===== config.mk =====
export PLATFORM = sky130hd
export DESIGN_NAME = stms_ctrl
export DESIGN_NICKNAME = d
export VERILOG_FILES = /design/src/rtl/assert_macros.svh /design/src/rtl/stms_pkg.sv /design/src/rtl/stms_ctrl.sv
export SDC_FILE = /design/constraint.sdc
export NUM_CORES = 1
export LEC_CHECK = 0
export ABC_CLOCK_PERIOD_IN_PS = 1300
export BUFFER_PORTS_ARGS = -buffer_cell sky130_fd_sc_hd__buf_2
export CORE_AREA = 2 2 39 41
export DETAILED_ROUTE_END_ITERATION = 8
export DIE_AREA = 0 0 41 43
export PLACE_DENSITY = 0.56
export SLEW_MARGIN = 40
export SYNTH_ARGS = -nofsm -noshare
export SYNTH_HDL_FRONTEND = slang
export SYNTH_SLANG_ARGS = --single-unit

===== constraint.sdc =====
create_clock -name clk -period 1.3 [get_ports clk]
set_clock_uncertainty 0.05 [all_clocks]
set_input_delay 0.065 -clock clk [delete_from_list [all_inputs] [get_ports clk]]
set_output_delay 0.065 -clock clk [all_outputs]
set_load 0.05 [all_outputs]

===== src/rtl/assert_macros.svh =====
// Assertion macros used by the top-level RTL file.
`ifndef ASSERT_MACROS_SVH
`define ASSERT_MACROS_SVH

// Same-cycle implication, disabled while in reset.
`define ASSERT_IMPL(label, clk, rst_n, ante, cons, msg) \
    label: assert property (@(posedge clk) disable iff (!rst_n) (ante) |-> (cons)) \
        else $error(msg);

// Next-cycle implication, disabled while in reset.
`define ASSERT_NEXT(label, clk, rst_n, ante, cons, msg) \
    label: assert property (@(posedge clk) disable iff (!rst_n) (ante) |=> (cons)) \
        else $error(msg);

`endif


===== src/rtl/stms_pkg.sv =====
// Shared types and constants for the sorted table membership search.
package stms_pkg;

    localparam int TABLE_DEPTH = 1024;
    localparam int ADDR_W      = $clog2(TABLE_DEPTH);
    localparam int CNT_W       = $clog2(TABLE_DEPTH + 1);
    localparam int KEY_W       = 32;

    typedef enum logic [1:0] {
        FUNC_CLEAR = 2'd0,
        FUNC_LOAD  = 2'd1,
        FUNC_QUERY = 2'd2
    } func_t;

    typedef enum logic [2:0] {
        ST_IDLE,
        ST_Q_PROBE,
        ST_Q_CHECK,
        ST_L_PROBE,
        ST_L_CHECK,
        ST_SHIFT,
        ST_PLACE
    } state_t;

    // controller -> datapath
    typedef struct packed {
        logic capture;   // latch key, open search range
        logic clear;     // empty table, drop overflow flag
        logic set_ovf;   // load into full table
        logic probe;     // read table at range midpoint
        logic step;      // narrow range after a probe
        logic go_right;  // narrow to upper half
        logic shift;     // move one key up per beat
        logic place;     // write key at insert slot
        logic report;    // emit result beat
        logic hit;       // found value of that beat
    } dp_cmd_t;

    // datapath -> controller
    typedef struct packed {
        logic table_full;
        logic range_empty;
        logic key_eq;
        logic key_lt;
        logic key_gt;
        logic shift_done;
    } dp_status_t;

endpackage


===== src/rtl/stms_ctrl.sv =====
// Controller state machine sequencing search, insert shift and result beats.
module stms_ctrl (
    input  logic                 clk,
    input  logic                 rst_n,
    input  logic                 start,
    input  logic [1:0]           func,
    input  stms_pkg::dp_status_t status,
    output stms_pkg::dp_cmd_t    cmd,
    output logic                 busy
);
    import stms_pkg::*;

    state_t state_reg, state_next;
    logic   accept;

    assign accept = start && (state_reg == ST_IDLE);

    always_comb
    begin
        state_next = state_reg;
        unique case (state_reg)
            ST_IDLE:
            begin
                if (accept)
                begin
                    if (func == FUNC_QUERY)
                    begin
                        state_next = ST_Q_PROBE;
                    end
                    else if (func == FUNC_LOAD && !status.table_full)
                    begin
                        state_next = ST_L_PROBE;
                    end
                end
            end
            ST_Q_PROBE: state_next = status.range_empty ? ST_IDLE : ST_Q_CHECK;
            ST_Q_CHECK: state_next = status.key_eq ? ST_IDLE : ST_Q_PROBE;
            ST_L_PROBE: state_next = status.range_empty ? ST_SHIFT : ST_L_CHECK;
            ST_L_CHECK: state_next = ST_L_PROBE;
            ST_SHIFT:   state_next = status.shift_done ? ST_PLACE : ST_SHIFT;
            ST_PLACE:   state_next = ST_IDLE;
            default:    state_next = ST_IDLE;
        endcase
    end

    always_comb
    begin
        cmd = '0;
        unique case (state_reg)
            ST_IDLE:
            begin
                if (accept)
                begin
                    case (func)
                        FUNC_CLEAR: cmd.clear   = 1'b1;
                        FUNC_LOAD:
                        begin
                            cmd.set_ovf = status.table_full;
                            cmd.capture = !status.table_full;
                        end
                        FUNC_QUERY: cmd.capture = 1'b1;
                        default:    cmd.capture = 1'b0;
                    endcase
                end
            end
            ST_Q_PROBE:
            begin
                cmd.probe  = !status.range_empty;
                cmd.report = status.range_empty;
            end
            ST_Q_CHECK:
            begin
                cmd.report   = status.key_eq;
                cmd.hit      = status.key_eq;
                cmd.step     = !status.key_eq;
                cmd.go_right = status.key_gt;
            end
            ST_L_PROBE: cmd.probe = !status.range_empty;
            ST_L_CHECK:
            begin
                // upper bound: equal keys stay to the left of the slot
                cmd.step     = 1'b1;
                cmd.go_right = !status.key_lt;
            end
            ST_SHIFT:   cmd.shift = 1'b1;
            ST_PLACE:   cmd.place = 1'b1;
            default:    cmd = '0;
        endcase
    end

    always_ff @(posedge clk or negedge rst_n)
    begin
        if (!rst_n)
        begin
            state_reg <= ST_IDLE;
        end
        else
        begin
            state_reg <= state_next;
        end
    end

    assign busy = (state_reg != ST_IDLE);

endmodule


### Word level (Yosys, flattened, before mapping)

Cells that the tools add are included.

* input bits: 11
* output and inout port bits: 11
* register bits after elaboration: 3
* logic and storage cells: 41

* reduce and logical (&&, ||, !) cells: 11
* eq/ne operators: 10
* multiplexer cells: 19

Operators with widths (count)
* 3-bit case mux with 6 select lines: 1
* 3-bit 2-to-1 mux: 5
* 3-bit == test (second input constant): 3
* 1-bit 2-to-1 mux: 8
* 3-bit by 2-bit == test with 1-bit output (second input constant): 2
* 1-bit zero test: 4
* 2-bit 2-to-1 mux: 2
* 1-bit case mux with 2 select lines: 2
* 2-bit case mux with 2 select lines: 1
* 3-bit by 1-bit == test with 1-bit output (second input constant): 1
* 3-bit zero test: 1
* 3-bit by 1-bit != test with 1-bit output (second input constant): 1
* 3-bit nonzero test: 1
* 2-bit by 1-bit == test with 1-bit output (second input constant): 1
* 2-bit == test (second input constant): 1
* 1-bit logical AND: 2
* 2-bit zero test: 1
* 2-bit != test (second input constant): 1
* 2-bit AND reduction: 1
* 2-bit OR reduction: 1

### Logic depth before layout (Yosys ltp)

Gate-level depths: netlist of run 1.

* depth after elaboration: 6
* depth in mapped cells: 5

### Worst setup path after synthesis of run 1

OpenSTA, ideal clock, no wires.

* path kind: register to output
* start: register state_reg[0]
* end: output port cmd[6] in the netlist's numbering
* slack: -490 ps
* path buffers: 1
* data arrival time: 1675 ps
* stages on the path, launching flop included: 4
* required time: 1185 ps
* path through: dfrtp_1 > buf_2 > inv_1 > nor3_1

RTL lines
* from (decl): RTL line stms_ctrl.sv:13 `state_t state_reg, state_next;`
* from (signal assigned): RTL line stms_ctrl.sv:99 `state_reg <= state_next;`
* to (decl): RTL line stms_ctrl.sv:8 `output stms_pkg::dp_cmd_t cmd,`

==> results of run 1 <==
cells by family (layout without fill, tap and decap cells):
family,count (synthesis),in the layout,synth area share [%]
simple gates,25,25,39.7
compound gates,10,10,19.1
buf+inv,6,43,7.49
fa+ha+maj,3,3,11.2
flops,3,3,22.5
routing by layer:
metal,routed length [um],track usage (%)
met4,0,6.00
met1,398,15.2
met2,516,17.8
met5,0,0
met3,64,4.71
worst min-delay path: cells and delay by family:
family | cells | cell delay [ns]
AND/OR/NAND/NOR | 2 | 0.14
buffers and inverters | 1 | 0.10
stage by stage:
step | worst slack (ns) | std cells | power, mW | utilization [%] | cell area (um^2)
2_1_floorplan | -0.112 | 47 | 0.912 | - | 373
6_report | -0.104 | 100 | 1.80 | 54.7 | 757
3_5_place_dp | -0.00741 | 88 | 1.20 | 38.5 | 533
3_3_place_gp | 0.00273 | 88 | 1.20 | 38.5 | 533
4_1_cts | -0.132 | 96 | 1.56 | 46.8 | 648
5_1_grt | -0.163 | 100 | 1.93 | 54.7 | 757
cell usage in the layout, fill, tap and decap left out, types with 3 or more instances in the layout:
cell type,n
buf_6,11
buf_2,10
buf_4,10
nor2_4,4
nand2b_1,3
ha_1,3
clkbuf_4,3
dfrtp_2,3
worst min path at each step:
stage	from	to	cells after the start
2_1_floorplan	rst_n	state_reg[0]$_DFFE_PN0P_	0
3_3_place_gp	rst_n	state_reg[1]$_DFFE_PN0P_	1
3_5_place_dp	rst_n	state_reg[1]$_DFFE_PN0P_	1
4_1_cts	status[0]	state_reg[1]$_DFFE_PN0P_	3
5_1_grt	status[0]	state_reg[1]$_DFFE_PN0P_	3
6_report	status[0]	state_reg[1]$_DFFE_PN0P_	3
cell type report:
| class | instances | area share [%] |
|---|---|---|
| Tap cell | 16 | 2.64 |
| Sequential cell | 3 | 10.4 |
| Multi-Input combinational cell | 38 | 42.5 |
| Inverter | 4 | 2.31 |
| Clock buffer | 4 | 3.47 |
| Timing Repair Buffer | 35 | 38.7 |
power by group through the flow:
stage	Combinational [mW]	Sequential (mW)	Clock, mW
after floorplan	0.746	0.167	0
after global placement	0.979	0.216	0
after detailed placement	0.983	0.219	0
after CTS	1.17	0.210	0.180
after global routing	1.50	0.239	0.185
final	1.40	0.232	0.165
what timing repair did:
action	CTS	global route
endpoints found under the setup margin	11	12
hold buffers	1	0
pin swaps	4	3
buffers inserted	3	4
resized for setup	22	19
hold endpoints to repair	3	0
==> impl_metrics.json, run 1 <==
{
  "ys_warn_count": 0,
  "ys_seq_elements": 3,
  "rsz0062_at_grt": "true",
  "slowest_stage": "dfrtp_2",
  "synth_nets": 61,
  "ys_top_cells_by_area": "dfrtp_1, ha_1, nor2_1, nand2b_1, a21oi_1",
  "multi_input_area_um2": 322,
  "yosysTopAreaCellShare_pct": 22.5,
  "crit_fanout": 4,
  "cp.buffers_inverters": 1,
  "syn_avg_cell_area_um2": 7.11,
  "relSlewSlack_pct": 78.4,
  "first_iter_violations": 0,
  "synth_most_common_cell": "nor2_1",
  "ir_drop_mv": 0.880,
  "ant_nets": 0,
  "setup_violations": 12,
  "die_y_um": 43,
  "drive_gt1_share_pct": 67.9,
  "dr.pass1.iters": 1,
  "crit_type": "reg -> out",
  "wl_um": 980,
  "grtUsageTotal_pct": 12.3,
  "clkPwrFrac_pct": 9.2,
  "r2r-start": "state_reg[1]$_DFFE_PN0P_",
  "dieArea_mm2": 0.00176,
  "hold_violations": 0,
  "grt_first_pass_wirelength_um": 1480,
  "root_buffer": "clkbuf_4",
  "cp-endpoint": "cmd[5]",
  "post-route-min-period_ns": 1.40,
  "area_delta_synth_final_pct": 127,
  "io_pins": 22,
  "grt_start_max_net_pins": 10,
  "async_reset_ff_share_pct": 100,
  "synth_edf_count": 0,
  "crit_family": "flip-flops",
  "syn-cell-area_um2": 334,
  "htreeDepth": 1,
  "synth_ff_type": "dfrtp_1",
  "synth_cell_types": 21,
  "crit_start": "state_reg[2]$_DFFE_PN0P_",
  "clk_latency_ns": 0.23,
  "arrival_ns": 1.29,
  "grt-ovfl-total": 0,
  "cts.clk_slew.worst_paths_ns": 0.04,
  "cts_tree": "done",
  "tns_ns": -0.871,
  "start_util_pct": 24.1,
  "fmax_mhz": 712,
  "place.gp.congestion": 0.677,
  "clkSinkCount": 3,
  "power_frac_seq_pct": 12.9,
  "largest_reg_flops": 3,
  "slew_viol_final": 0,
  "vias": 449,
  "seqCellArea_um2": 78.8,
  "p_int_mw": 0.910,
  "antenna_found_initial": 0,
  "synth_common_cells": "nor2_1, inv_1, nand2b_1",
  "coreArea_mm2": 0.00138,
  "p_leak_nw": 0.345,
  "core.rowCount": 14,
  "finalCritPeriodShare_pct": 108,
  "die_x_um": 41,
  "crit_path_end_kind": "output port",
  "synth_seq_area_share_pct": 22.5,
  "worstMarginPinSlew_ns": 0.320,
  "io_buffers": 21,
  "status": "complete, but fails checks",
  "power_density_mw_per_mm2": 2380,
  "reg2reg_depth": 5,
  "max_stage_delay_ns": 0.43,
  "worst_hold_path_type": "in -> reg",
  "drv_cap": 0,
  "swShare_pct": 49.5,
  "required_ns": 1.19,
  "hpwl_um": 715,
  "setup_slack_ns": -0.104,
  "clock_path_buffers": 2,
  "nFillCells": 130,
  "r2r_end": "state_reg[0]$_DFFE_PN0P_",
  "cp_cell_sequence": "and2b_2 -> nand2b_1 -> a21oi_2 -> buf_6",
  "grt_pass1_vias": 363,
  "path_depth": 4,
  "synth_cells": 47,
  "violations": "negative setup slack",
  "start_kind": "register",
  "yosys.area.top_type": "dfrtp_1",
  "antennaDiodeCount": 0,
  "routedWlPerCell_um": 9.80,
  "fin_nets": 99,
  "whs_ns": 0.0627,
  "p_switching_mw": 0.891,
  "pwr-share-comb_pct": 78.0,
  "drc": 0,
  "via_per_inst": 4.49,
  "numCtsBuffers": 3,
  "reg2reg_slack_ns": -0.09
}
(Power assumes the default switching activity.)
==> run 2, diff against run 1 <==
REMOVE_ABC_BUFFERS = 1   (was unset)
==> run 2 against run 1 <==
The run still ends with negative setup slack left. Clock power about the same. First-iteration DRC count increased by 2. Setup slack got worse by 0.047 ns. Final area decreased by 6.1%. Critical path type unchanged. Critical endpoint unchanged. Largest cell class unchanged.
==> impl_metrics.json, run 2 (same netlist as run 1, synthesis figures left out) <==
{
  "status": "complete, but fails checks",
  "die_x_um": 41,
  "multi_input_area_um2": 302,
  "placed_cell_area_um2": 494,
  "coreArea_mm2": 0.00138,
  "area_delta_synth_final_pct": 113,
  "required_ns": 1.19,
  "fin_area_um2": 711,
  "start_kind": "register",
  "start_util_pct": 24.1,
  "violations": "negative setup slack",
  "grt_first_pass_wirelength_um": 1480,
  "grt_pass1_vias": 383,
  "io_pins": 22,
  "final_core_util_pct": 51.4,
  "finalCritPeriodShare_pct": 112,
  "fmax_mhz": 689,
  "clk_latency_ns": 0.24,
  "dr.pass1.iters": 3,
  "relSlewSlack_pct": 82.5,
  "crit_fanout": 5,
  "drc": 0,
  "worst_hold_path_type": "in -> reg",
  "arrival_ns": 1.34,
  "wl_um": 1010,
  "grtUsageTotal_pct": 12.6,
  "clkSinkCount": 3,
  "routedWlPerCell_um": 10.3,
  "io_buffers": 21,
  "antennaDiodeCount": 0,
  "grt-ovfl-total": 0,
  "grt_start_max_net_pins": 9,
  "hold_violations": 0,
  "cts.clk_slew.worst_paths_ns": 0.04,
  "die_y_um": 43,
  "dieArea_mm2": 0.00176,
  "ant_nets": 0,
  "fin_nets": 97,
  "worstMarginPinSlew_ns": 0.260,
  "root_buffer": "clkbuf_4",
  "layout_common_cells": "buf_6, buf_4, buf_2",
  "place_inst": 88,
  "nFillCells": 130,
  "p_total_mw": 1.74,
  "place.gp.congestion": 0.657,
  "setup_slack_ns": -0.151,
  "vias": 451,
  "tns_ns": -0.742,
  "p_leak_nw": 0.343,
  "antenna_found_initial": 0,
  "slew_viol_final": 0,
  "fin_cells": 98,
  "power_density_mw_per_mm2": 2450,
  "clock_path_buffers": 2,
  "setup_violations": 8,
  "rsz0062_at_grt": "true",
  "post-route-min-period_ns": 1.45,
  "via_per_inst": 4.60,
  "drv_cap": 0,
  "crit_path_end_kind": "output port",
  "largest_reg_flops": 3,
  "cts_tree": "done",
  "core.rowCount": 14,
  "htreeDepth": 1,
  "hpwl_um": 698,
  "numCtsBuffers": 3,
  "seqCellArea_um2": 78.8,
  "drive_gt1_share_pct": 62.2,
  "ir_drop_mv": 0.804,
  "crit_type": "reg -> out",
  "first_iter_violations": 2
}
[run 2: critical path: stages, from the launching register on]
cell and delay (ns):
dfrtp_2 0.44, and2b_2 0.25, nand2b_1 0.06, a21oi_1 0.13, buf_4 0.21
[run 2: worst paths after layout]
check | from | endpoint | cells past startpoint | slack, ns
max in group asynchronous | rst_n | state_reg[0]$_DFFE_PN0P_ | 2 | 0.98
min in group asynchronous | rst_n | state_reg[2]$_DFFE_PN0P_ | 2 | 0.10
setup reg to reg | state_reg[0]$_DFFE_PN0P_ | state_reg[1]$_DFFE_PN0P_ | 4 | 0.06
hold / removal | status[0] | state_reg[1]$_DFFE_PN0P_ | 3 | 0.06
hold reg to reg | state_reg[1]$_DFFE_PN0P_ | state_reg[2]$_DFFE_PN0P_ | 2 | 0.59
setup / recovery | state_reg[2]$_DFFE_PN0P_ | cmd[5] | 4 | -0.15
[run 2: through the flow]
step	hold WS, ns	setup slack (ns)
finish	0.0591	-0.151
global route	0.0695	-0.202
CTS	0.0531	-0.142
detailed placement	-0.186	0.0151
global placement	-0.188	0.00111
floorplan	-0.281	-0.509
[run 2: cell type report]
class                           instances  share of cell area (%)
Clock buffer                            4                    3.70
Multi-Input combinational cell         38                    42.4
Sequential cell                         3                    11.1
Inverter                                4                    2.46
Timing Repair Buffer                   33                    37.5
Tap cell                               16                    2.82
[run 2: report_power, final]
part | switching [mW] | internal (mW)
clock | 0.0531 | 0.115
sequential | 0.0944 | 0.145
combinational | 0.725 | 0.612
[run 2: timing repair]
item                                    4_1_cts  5_1_grt
gates resized for setup                      22       21
pin swaps                                     3        6
hold endpoints to repair                      3        0
buffers inserted                              3        2
endpoints found under the setup margin       11       13
hold buffers                                  1        0
[run 2: layer usage]
metal / wire length (um) / part of all wire [%] / track usage, %
met1: 414 / 41 / 14.5
met2: 502 / 50 / 18.4
met3: 70 / 6.9 / 3.14
met4: 21 / 2.1 / 10.0
met5: 0 / 0 / 0
